### src/rtl/semf_pkg.sv
package semf_pkg;

    // Stream constants
    localparam logic [7:0] NEWLINE_BYTE = 8'h0A;

    // Configuration register indexes
    localparam int CFG_INDEX_W = 2;
    localparam logic [CFG_INDEX_W-1:0] CFG_MARKER_LOW  = 2'd0;
    localparam logic [CFG_INDEX_W-1:0] CFG_MARKER_HIGH = 2'd1;
    localparam logic [CFG_INDEX_W-1:0] CFG_MARKER_LEN  = 2'd2;
    localparam int CFG_DATA_W = 64;
    localparam int MARKER_LEN_W = 5;

    // Input word
    typedef struct packed {
        logic       command;
        logic [7:0] in_byte;
    } semf_in_word_t;

    // Result word
    typedef struct packed {
        logic [7:0] out_byte;
        logic       byte_valid;
        logic       marker_found;
        logic       last_of_run;
    } semf_out_word_t;

    // Controller to datapath
    typedef struct packed {
        logic accept;
        logic scan_step;
        logic emit_load;
        logic commit;
    } semf_cmd_t;

    // Datapath to controller
    typedef struct packed {
        logic start_scan;
        logic scan_hit;
        logic emit_empty;
        logic emit_last;
    } semf_status_t;

endpackage

### src/rtl/semf_ctrl.sv
module semf_ctrl import semf_pkg::*; (
    input  logic         aclk,
    input  logic         aresetn,
    input  logic         s_valid,
    output logic         s_ready,
    output logic         m_valid,
    input  logic         m_ready,
    input  semf_status_t status,
    output semf_cmd_t    cmd
);

    typedef enum logic [2:0] {
        ST_IDLE = 3'b001,
        ST_SCAN = 3'b010,
        ST_EMIT = 3'b100
    } state_t;

    state_t state_reg, state_next;
    logic   m_valid_reg, m_valid_next;
    logic   slot_free;

    // Sequencing: take a word, scan match positions, emit the released run
    always_comb begin
        state_next   = state_reg;
        cmd          = '0;
        slot_free    = !m_valid_reg || m_ready;
        m_valid_next = m_valid_reg && !m_ready;
        unique case (state_reg)
            ST_IDLE: begin
                cmd.accept = s_valid;
                if (s_valid && status.start_scan) begin
                    state_next = ST_SCAN;
                end
            end
            ST_SCAN: begin
                cmd.scan_step = 1'b1;
                if (status.scan_hit) begin
                    state_next = ST_EMIT;
                end
            end
            ST_EMIT: begin
                if (status.emit_empty) begin
                    cmd.commit = 1'b1;
                    state_next = ST_IDLE;
                end else if (slot_free) begin
                    cmd.emit_load = 1'b1;
                    m_valid_next  = 1'b1;
                    if (status.emit_last) begin
                        cmd.commit = 1'b1;
                        state_next = ST_IDLE;
                    end
                end
            end
            default: state_next = ST_IDLE;
        endcase
    end

    always_ff @(posedge aclk) begin
        if (!aresetn) begin
            state_reg   <= ST_IDLE;
            m_valid_reg <= 1'b0;
        end else begin
            state_reg   <= state_next;
            m_valid_reg <= m_valid_next;
        end
    end

    assign s_ready = (state_reg == ST_IDLE);
    assign m_valid = m_valid_reg;

endmodule

### src/rtl/semf_datapath.sv
module semf_datapath import semf_pkg::*; #(
    parameter int MAX_MARKER_LEN = 16
) (
    input  logic                   aclk,
    input  logic                   aresetn,
    input  semf_in_word_t          s_data,
    output semf_out_word_t         m_data,
    input  logic                   cfg_wr_en,
    input  logic [CFG_INDEX_W-1:0] cfg_index,
    input  logic [CFG_DATA_W-1:0]  cfg_wr_data,
    input  semf_cmd_t              cmd,
    output semf_status_t           status
);

    localparam int CNT_W = $clog2(MAX_MARKER_LEN + 1);
    localparam int SUM_W = CNT_W + 1;

    // Configuration
    logic [CFG_DATA_W-1:0]   marker_low_reg, marker_low_next;
    logic [CFG_DATA_W-1:0]   marker_high_reg, marker_high_next;
    logic [MARKER_LEN_W-1:0] marker_len_reg, marker_len_next;

    // Session state
    logic             skip_reg, skip_next;
    logic             fin_reg, fin_next;
    logic [CNT_W-1:0] held_reg, held_next;

    // Per-word working registers
    logic [7:0]       byte_reg, byte_next;
    logic [CNT_W-1:0] q_reg, q_next;
    logic             full_reg, full_next;
    logic [CNT_W-1:0] e_reg, e_next;
    semf_out_word_t   m_data_reg, m_data_next;

    logic [2*CFG_DATA_W-1:0] marker_all;
    logic [2*CFG_DATA_W-1:0] marker_shift;
    logic [2*CFG_DATA_W-1:0] emit_shift;
    logic [MARKER_LEN_W-1:0] len_clamp;
    logic [CNT_W-1:0]        len_eff;
    logic [CNT_W-1:0]        n_cnt;
    logic [CNT_W-1:0]        run_cnt;
    logic                    match;
    logic                    full_now;
    logic [7:0]              emit_byte;
    semf_out_word_t          emit_word;

    assign marker_all = {marker_high_reg, marker_low_reg};

    // Length in use, clamped to 1..MAX_MARKER_LEN
    always_comb begin
        if (marker_len_reg == '0) begin
            len_clamp = MARKER_LEN_W'(1);
        end else if (marker_len_reg > MARKER_LEN_W'(MAX_MARKER_LEN)) begin
            len_clamp = MARKER_LEN_W'(MAX_MARKER_LEN);
        end else begin
            len_clamp = marker_len_reg;
        end
    end
    assign len_eff = len_clamp[CNT_W-1:0];

    // Held bytes plus the new byte
    assign n_cnt = held_reg + CNT_W'(1);

    // Position comparator: does the marker prefix match the sequence at q?
    assign marker_shift = marker_all >> {q_reg, 3'b000};
    always_comb begin : pos_cmp
        logic [SUM_W-1:0] j;
        logic [7:0]       cand;
        match = 1'b1;
        for (int k = 0; k < MAX_MARKER_LEN; k++) begin
            j    = {1'b0, q_reg} + SUM_W'(k);
            cand = (j < {1'b0, held_reg}) ? marker_shift[8*k +: 8] : byte_reg;
            if ((SUM_W'(k) < {1'b0, len_eff}) && (j < {1'b0, n_cnt})) begin
                if (cand != marker_all[8*k +: 8]) begin
                    match = 1'b0;
                end
            end
        end
    end
    assign full_now = match && ((n_cnt - q_reg) >= len_eff);

    // Released run: q_reg bytes, then the marker result if one was found
    assign run_cnt    = q_reg + CNT_W'(full_reg);
    assign emit_shift = marker_all >> {e_reg, 3'b000};
    assign emit_byte  = (e_reg < held_reg) ? emit_shift[7:0] : byte_reg;

    always_comb begin
        emit_word.last_of_run = (e_reg == run_cnt - CNT_W'(1));
        if (e_reg < q_reg) begin
            emit_word.out_byte     = emit_byte;
            emit_word.byte_valid   = 1'b1;
            emit_word.marker_found = 1'b0;
        end else begin
            emit_word.out_byte     = '0;
            emit_word.byte_valid   = 1'b0;
            emit_word.marker_found = 1'b1;
        end
    end

    // Status to the controller
    assign status.start_scan = !s_data.command && !fin_reg && !skip_reg;
    assign status.scan_hit   = match || (q_reg == held_reg);
    assign status.emit_empty = (run_cnt == '0);
    assign status.emit_last  = emit_word.last_of_run;

    // Next-state logic
    always_comb begin
        marker_low_next  = marker_low_reg;
        marker_high_next = marker_high_reg;
        marker_len_next  = marker_len_reg;
        skip_next        = skip_reg;
        fin_next         = fin_reg;
        held_next        = held_reg;
        byte_next        = byte_reg;
        q_next           = q_reg;
        full_next        = full_reg;
        e_next           = e_reg;
        m_data_next      = m_data_reg;

        // Register writes
        if (cfg_wr_en) begin
            unique case (cfg_index)
                CFG_MARKER_LOW:  marker_low_next  = cfg_wr_data;
                CFG_MARKER_HIGH: marker_high_next = cfg_wr_data;
                CFG_MARKER_LEN:  marker_len_next  = cfg_wr_data[MARKER_LEN_W-1:0];
                default: ;
            endcase
        end

        // Word intake: restart, echo skip, or start of a scan
        if (cmd.accept) begin
            byte_next = s_data.in_byte;
            q_next    = '0;
            full_next = 1'b0;
            e_next    = '0;
            if (s_data.command) begin
                skip_next = 1'b1;
                fin_next  = 1'b0;
                held_next = '0;
            end else if (!fin_reg && skip_reg && (s_data.in_byte == NEWLINE_BYTE)) begin
                skip_next = 1'b0;
            end
        end

        // One match position per cycle; stops at the first hit or after the last position
        if (cmd.scan_step) begin
            if (match) begin
                full_next = full_now;
            end else begin
                q_next = q_reg + CNT_W'(1);
            end
        end

        if (cmd.emit_load) begin
            e_next      = e_reg + CNT_W'(1);
            m_data_next = emit_word;
        end

        // End of word: keep the matched tail, or latch the marker hit
        if (cmd.commit) begin
            fin_next  = full_reg;
            held_next = full_reg ? '0 : (n_cnt - q_reg);
        end
    end

    always_ff @(posedge aclk) begin
        if (!aresetn) begin
            marker_low_reg  <= '0;
            marker_high_reg <= '0;
            marker_len_reg  <= MARKER_LEN_W'(1);
            skip_reg        <= 1'b1;
            fin_reg         <= 1'b0;
            held_reg        <= '0;
            q_reg           <= '0;
            full_reg        <= 1'b0;
            e_reg           <= '0;
        end else begin
            marker_low_reg  <= marker_low_next;
            marker_high_reg <= marker_high_next;
            marker_len_reg  <= marker_len_next;
            skip_reg        <= skip_next;
            fin_reg         <= fin_next;
            held_reg        <= held_next;
            q_reg           <= q_next;
            full_reg        <= full_next;
            e_reg           <= e_next;
        end
    end

    // Payload registers
    always_ff @(posedge aclk) begin
        byte_reg   <= byte_next;
        m_data_reg <= m_data_next;
    end

    assign m_data = m_data_reg;

endmodule

### src/rtl/stream_end_marker_filter_core.sv
// Stream end-marker filter. Takes one byte word per handshake; after a restart
// word it drops everything through the first newline (the echoed command line),
// then forwards bytes while holding back the longest tail that matches a prefix
// of the programmed end marker (up to MAX_MARKER_LEN bytes). A word that breaks
// a partial match releases the held bytes as a run; the full marker produces a
// final result with marker_found set, after which data words are swallowed
// until the next restart. last_of_run flags the last result of each input word.
// Restart, skipped and swallowed words are taken in the idle state. A forwarded
// data word is taken, then its match positions are scanned, S of them (1 to
// held bytes + 1, one per cycle in the shared position comparator), then its
// results are emitted, one per cycle through the single output register when
// the sink keeps up; only then is the next word taken. Program the marker
// registers only while the block is idle.
module stream_end_marker_filter_core import semf_pkg::*; #(
    parameter int MAX_MARKER_LEN = 16
) (
    input  logic                   aclk,
    input  logic                   aresetn,
    input  logic                   s_valid,
    output logic                   s_ready,
    input  semf_in_word_t          s_data,
    output logic                   m_valid,
    input  logic                   m_ready,
    output semf_out_word_t         m_data,
    input  logic                   cfg_wr_en,
    input  logic [CFG_INDEX_W-1:0] cfg_index,
    input  logic [CFG_DATA_W-1:0]  cfg_wr_data
);

    semf_cmd_t    cmd;
    semf_status_t status;

    semf_ctrl u_ctrl (
        .aclk    (aclk),
        .aresetn (aresetn),
        .s_valid (s_valid),
        .s_ready (s_ready),
        .m_valid (m_valid),
        .m_ready (m_ready),
        .status  (status),
        .cmd     (cmd)
    );

    semf_datapath #(
        .MAX_MARKER_LEN (MAX_MARKER_LEN)
    ) u_datapath (
        .aclk        (aclk),
        .aresetn     (aresetn),
        .s_data      (s_data),
        .m_data      (m_data),
        .cfg_wr_en   (cfg_wr_en),
        .cfg_index   (cfg_index),
        .cfg_wr_data (cfg_wr_data),
        .cmd         (cmd),
        .status      (status)
    );

endmodule

### config.mk
export PLATFORM = sky130hd
export DESIGN_NAME = stream_end_marker_filter_core
export DESIGN_NICKNAME = d
export VERILOG_FILES = /design/src/rtl/semf_pkg.sv /design/src/rtl/semf_ctrl.sv /design/src/rtl/semf_datapath.sv /design/src/rtl/stream_end_marker_filter_core.sv
export SDC_FILE = /design/constraint.sdc
export NUM_CORES = 1
export LEC_CHECK = 0
export BUFFER_PORTS_ARGS = -buffer_cell sky130_fd_sc_hd__buf_2
export CELL_PAD_IN_SITES_DETAIL_PLACEMENT = 1
export CELL_PAD_IN_SITES_GLOBAL_PLACEMENT = 2
export CORE_MARGIN = 2
export CORE_UTILIZATION = 36
export CTS_CLUSTER_SIZE = 20
export DETAILED_ROUTE_END_ITERATION = 7
export PLACE_DENSITY = 0.84
export SLEW_MARGIN = 25
export SYNTH_ARGS = -nofsm -noshare
export SYNTH_HDL_FRONTEND = slang
export SYNTH_HIERARCHICAL = 1
export SYNTH_SLANG_ARGS = --single-unit
### constraint.sdc
create_clock -name aclk -period 5.16 [get_ports aclk]
set_clock_uncertainty 0.1 [all_clocks]
set_input_delay 1.032 -clock aclk [delete_from_list [all_inputs] [get_ports aclk]]
set_output_delay 1.032 -clock aclk [all_outputs]
set_load 0.02 [all_outputs]
==> impl_metrics.ini, run 1 <==
[synth]
synth.yosys.seq_area_share_pct = 17.6
yosysTopAreaCell = dfxtp_1
netlist_area_mm2 = 0.0208
ys.flop_type = dfxtp_1
synth_area_per_cell_um2 = 8.34
synthesis.instances = 2497
synth_warnings = 6
synthTopCellsByArea = dfxtp_1, mux4_2, ha_1
syn-num-nets = 2705
synth_cell_type_count = 106
synth_top_area_share_pct = 14.9
async_flop_share_pct = 0
synth-edff-count = 19
yosys_register_bits = 174

[route]
via_count = 22100
vias_per_cell = 6.77
firstDrtPassIters = 7
dr.first_iter.drc_count = 2941
drt-total-wl_um = 115000
drc = 0
ant_nets = 0
wl_per_cell_um = 35.1

[clock_network]
clk_path_buf_depth = 2
cts_tree = done
worstSkewPairLatency_ns = 0.49
cts_buffers = 17
cts_max_level = 4
cts_root_buffer = clkbuf_16
cts_num_sinks = 174
clk_pin_slew_ns = 0.08
cts_setup_buffers = 0
cts_hold_buf = 0
cts_resized = 0

[sta]
min_period_ns = 4.91
tightest_slew_ns = 1.06
hold_ws_ns = 0.381
rsz0062_at_grt = no
post-route-period-util_pct = 95.2
timing.setup.tns_ns = 0
setup_viol = 0
relSlewSlack_pct = 29.0
fmax_mhz = 204
hold_viol = 0
fin_ws_ns = 0.246
slew_violations = 0

[die]
fp-row-count = 88
die_h_um = 244
die_w_um = 244
pin_count = 93
start_util_pct = 36.2
die-area_mm2 = 0.0598
core-area_mm2 = 0.0575

[cells_and_area]
final_layout_size_suffix_gt1_share_pct = 18.2
final_nets = 2694
multi_input_area_mm2 = 0.0157
fill_cells = 6824
area.growth.synth_to_final_pct = 9.15
regArea_mm2 = 0.00369

[power_and_ir_drop]
power_density_mw_per_mm2 = 149
power_leakage_nw = 7.95
peakVddDrop_mv = 0.257

[worst_setup_path]
required_ns = 5.45
crit_path_start_kind = register
worstPathArrival_ns = 5.21
crit_fanout = 11
critPathKind = reg2reg
end_kind = register

[hold_path]
holdCritPathClass = reg2reg

[global_routing]
grt_overflow_total = 0
grt.total_usage_pct = 37.9
grt_max_degree = 163
grt_antenna_before_repair = 4
grt_pass1_wl_um = 164000
first_global_vias = 22400

[outcome]
status = completed

[place]
dp_hpwl_um = 86900
place_congestion = 1.04
portBuffers = 92
place_ws_ns = 0.255

[job]
maxCapViolCount = 0
critical path, cell delays in order, from the launching register on:
cell and delay, ns:
dfxtp_4 0.44, inv_2 0.10, ha_1 0.21, a21o_1 0.23, xnor2_1 0.27, inv_1 0.10, ha_1 0.30, a21o_1 0.19
a221oi_1 0.57, nand2_2 0.30, a32oi_1 0.30, xor2_1 0.20, nand4_1 0.17, o41ai_2 0.36, nand4b_1 0.14, and4bb_4 0.35
nand2_1 0.09, nand2_1 0.11, o22ai_1 0.08, and3_1 0.19
placed cells by master, fill, tap and decap left out, types with 13 or more instances in the layout:
master,n
a211oi_1,16
a21boi_0,130
a21o_1,30
a21oi_1,102
a221oi_1,14
a22oi_1,29
a31oi_1,21
and3_1,13
buf_2,91
buf_4,129
clkbuf_16,17
dfxtp_1,146
edfxtp_1,19
ha_1,125
inv_1,69
mux2_2,33
mux2i_1,150
mux4_2,112
nand2_1,386
nand2b_1,20
nand3_1,48
nand3b_1,17
nand4_1,14
nor2_1,85
nor2b_1,36
nor3_1,41
nor3b_1,16
nor4_1,22
o211ai_1,19
o21ai_0,79
o221ai_1,16
o22ai_1,50
xnor2_1,75
xor2_1,68
stage by stage:
stage	util, %	instances	area [um^2]	power (mW)
after floorplan	-	2497	20800	1.82
after global placement	38.6	3232	22200	2.11
after detailed placement	38.6	3232	22200	2.12
after CTS	39.5	3264	22700	3.38
after global routing	39.5	3264	22700	3.48
final	39.5	3267	22700	3.38
power breakdown:
part	switching (mW)	leakage (nW)	internal, mW	total, mW
logic	0.334	6.24	0.231	0.565
clock network	0.632	0.257	0.625	1.26
registers	0.156	1.45	1.40	1.56
kinds of logic after synthesis:
logic type | Yosys count | share of synthesized area, %
AOI/OAI and AO/OA | 665 | 22.8
xor gates and xnor gates | 143 | 6.02
adders and majority gates | 128 | 7.80
buffers and inverters | 332 | 7.31
DFF | 174 | 17.6
muxes | 299 | 21.4
and+or+nand+nor | 756 | 17.1
per-layer routing:
metal  share of wire (%)  global-route usage, %
met2                  43                   57.5
met3                 9.8                   9.76
met1                  40                   47.9
met5               0.011                      0
met4                 7.3                   23.6
cell type report:
| type | instances | area share [%] |
|---|---|---|
| Clock inverter | 13 | 0.473 |
| Clock buffer | 19 | 1.90 |
| Sequential cell | 174 | 16.2 |
| Inverter | 74 | 1.22 |
| Multi-Input combinational cell | 1991 | 68.9 |
| Antenna cell | 3 | 0.0330 |
| Tap cell | 765 | 4.21 |
| Timing Repair Buffer | 228 | 6.97 |
worst paths after layout:
check | startpoint | to | slack [ns] | cells after the start
worst max-delay path | u_datapath/q_reg[1] | u_ctrl/state_reg[1] | 0.25 | 19
worst min-delay path | u_datapath/skip_reg | u_datapath/skip_reg | 0.38 | 2
worst max register to register | u_datapath/q_reg[1] | u_ctrl/state_reg[1] | 0.25 | 19
worst min register to register | u_datapath/skip_reg | u_datapath/skip_reg | 0.38 | 2
Yosys cell counts (17+ instances only):
cell	n
nand2_1	387
clkbuf_1	170
dfxtp_1	155
mux2i_1	150
a21boi_0	130
ha_1	125
mux4_2	112
a21oi_1	102
nor2_1	86
o21ai_0	79
xnor2_1	75
inv_1	69
xor2_1	68
o22ai_1	50
nand3_1	48
nor3_1	42
nor2b_1	36
mux2_2	33
buf_2	32
a21o_1	30
a22oi_1	29
nor4_1	24
buf_1	22
a31oi_1	21
nand2b_1	20
edfxtp_1	19
o211ai_1	19
nand3b_1	17
nor3b_1	17
Power figures use the tool's default switching activity.
==> run 2: changes to the inputs <==
--- a/config.mk
+++ b/config.mk
@@ -8,7 +8,6 @@
 export BUFFER_PORTS_ARGS = -buffer_cell sky130_fd_sc_hd__buf_2
 export CELL_PAD_IN_SITES_DETAIL_PLACEMENT = 1
 export CELL_PAD_IN_SITES_GLOBAL_PLACEMENT = 2
-export CORE_MARGIN = 2
 export CORE_UTILIZATION = 36
 export CTS_CLUSTER_SIZE = 20
 export DETAILED_ROUTE_END_ITERATION = 7
==> constraint.sdc (replaced) <==
create_clock -name aclk -period 5.16 [get_ports aclk]
set_clock_uncertainty 0.1 [all_clocks]
set_input_delay 0.516 -clock aclk [delete_from_list [all_inputs] [get_ports aclk]]
set_output_delay 0.516 -clock aclk [all_outputs]
set_load 0.02 [all_outputs]
==> run 2 against run 1 <==
Net effect: critical path depth is 2 lower; combinational power grew 1%; critical endpoint unchanged; hold slack got worse by 0.25 ns; sequential power about the same; flip-flop and latch count unchanged; first-iteration DRC count down 3.3%.
==> impl_metrics.ini, run 2 (synthesis gave the netlist of run 1 again) <==
[outcome]
status = completed

[cells_and_area]
utilization_pct = 40.1
multi_input_area_mm2 = 0.0157
mostFrequentLayoutCell = nand2_1
final_nets = 2699
final_layout_size_suffix_gt1_share_pct = 18.4
finalNonFillerCells = 3262
final_area_mm2 = 0.0227
area.growth.synth_to_final_pct = 9.23
layout_common_cells = nand2_1, mux2i_1, dfxtp_1
fill_cells = 6737
regArea_mm2 = 0.00369

[worst_setup_path]
path_buf_inv = 4
crit_fanout = 58
worstPathArrival_ns = 5.37
end_kind = register
critPathKind = reg2reg
r2r.worst_path.cells = 17
path_delay_family = simple AND/OR/NAND/NOR gates
path_cells = buf_4 > buf_12 > nor2b_1 > buf_4 > a22oi_1 > nand2_1 > o22ai_1 > or4_1 > o41ai_1 > nand4_1 > a2111oi_1 > buf_4 > and4bb_4 > nand2_1 > nand2_1 > o22ai_1 > and3_1
cp.depth = 17
cp_slowest_cell = a2111oi_1
r2r_setup_slack_ns = 0.05
required_ns = 5.42
crit_path_start_kind = register
slowest_delay_ns = 0.60

[sta]
timing.setup.tns_ns = 0
hold_viol = 0
setup_viol = 0
hold_ws_ns = 0.133
slew_violations = 0
post-route-period-util_pct = 99.0
tightest_slew_ns = 1.14
relSlewSlack_pct = 24.2
rsz0062_at_grt = no
fin_ws_ns = 0.0500
min_period_ns = 5.11
fmax_mhz = 196

[power_and_ir_drop]
power_mw = 3.45
peakVddDrop_mv = 0.248
power_leakage_nw = 7.99
power_density_mw_per_mm2 = 152

[global_routing]
grt_max_degree = 163
grt.total_usage_pct = 39.1
grt_overflow_total = 0
first_global_vias = 22300
grt_pass1_wl_um = 166000
grt_antenna_before_repair = 4

[place]
portBuffers = 92
placed_cell_area_mm2 = 0.0222
dp_cells = 3228
place_congestion = 1.09
dp_hpwl_um = 88200
place_ws_ns = 0.0273

[route]
drc = 0
vias_per_cell = 6.83
wl_per_cell_um = 35.8
dr.first_iter.drc_count = 2844
via_count = 22300
drt-total-wl_um = 117000
firstDrtPassIters = 7
ant_nets = 0

[clock_network]
cts_tree = done
cts_buffers = 17
cts_root_buffer = clkbuf_16
worstSkewPairLatency_ns = 0.49
clk_path_buf_depth = 2
clk_pin_slew_ns = 0.09
cts_hold_buf = 0
cts_max_level = 4
cts_num_sinks = 174

[die]
die-area_mm2 = 0.0588
start_util_pct = 36.7
fp-row-count = 87
die_h_um = 242
die_w_um = 242
pin_count = 93
core-area_mm2 = 0.0567

[hold_path]
holdPathStages = 1
holdCritPathClass = in2reg

[job]
maxCapViolCount = 0
-- run 2: cell count changes in the layout (fill, tap and decap cells not counted), sizes merged --
cell / before / now
clkinvlp: 3 / 2
diode: 3 / 2
clkinv: 6 / 8
buf: 228 / 233
inv: 78 / 77
-- run 2: per-layer routing --
| metal | vias to the layer above | GRT usage (%) | wire length, um |
|---|---|---|---|
| li1 | 9241 | - | - |
| met5 | - | 0 | 12 |
| met3 | 379 | 10.7 | 12500 |
| met4 | 2 | 22.2 | 7800 |
| met2 | 1444 | 59.8 | 50500 |
| met1 | 11200 | 49.4 | 45800 |
-- run 2: layout make-up --
class | instances | share of cell area, %
Sequential cell | 174 | 16.2
Clock inverter | 13 | 0.539
Multi-Input combinational cell | 1991 | 68.9
Inverter | 74 | 1.22
Tap cell | 756 | 4.16
Antenna cell | 2 | 0.0220
Timing Repair Buffer | 233 | 6.96
Clock buffer | 19 | 1.99
-- run 2: report_power, final --
group | switching (mW) | total [mW] | internal, mW
clock | 0.666 | 1.33 | 0.660
sequential | 0.155 | 1.56 | 1.40
combinational | 0.339 | 0.572 | 0.233
-- run 2: path summary, 6_finish.rpt --
check	end	startpoint
setup / recovery	u_ctrl/state_reg[1]	u_datapath/q_reg[0]
hold / removal	u_datapath/byte_reg[2]	s_data[2]
setup reg to reg	u_ctrl/state_reg[1]	u_datapath/q_reg[0]
hold reg to reg	u_datapath/marker_low_reg[59]	u_datapath/marker_low_reg[59]
-- run 2: timing repair --
action	4_1_cts	5_1_grt
setup endpoints to repair	0	6
setup buffers	0	0
resized for setup	0	2
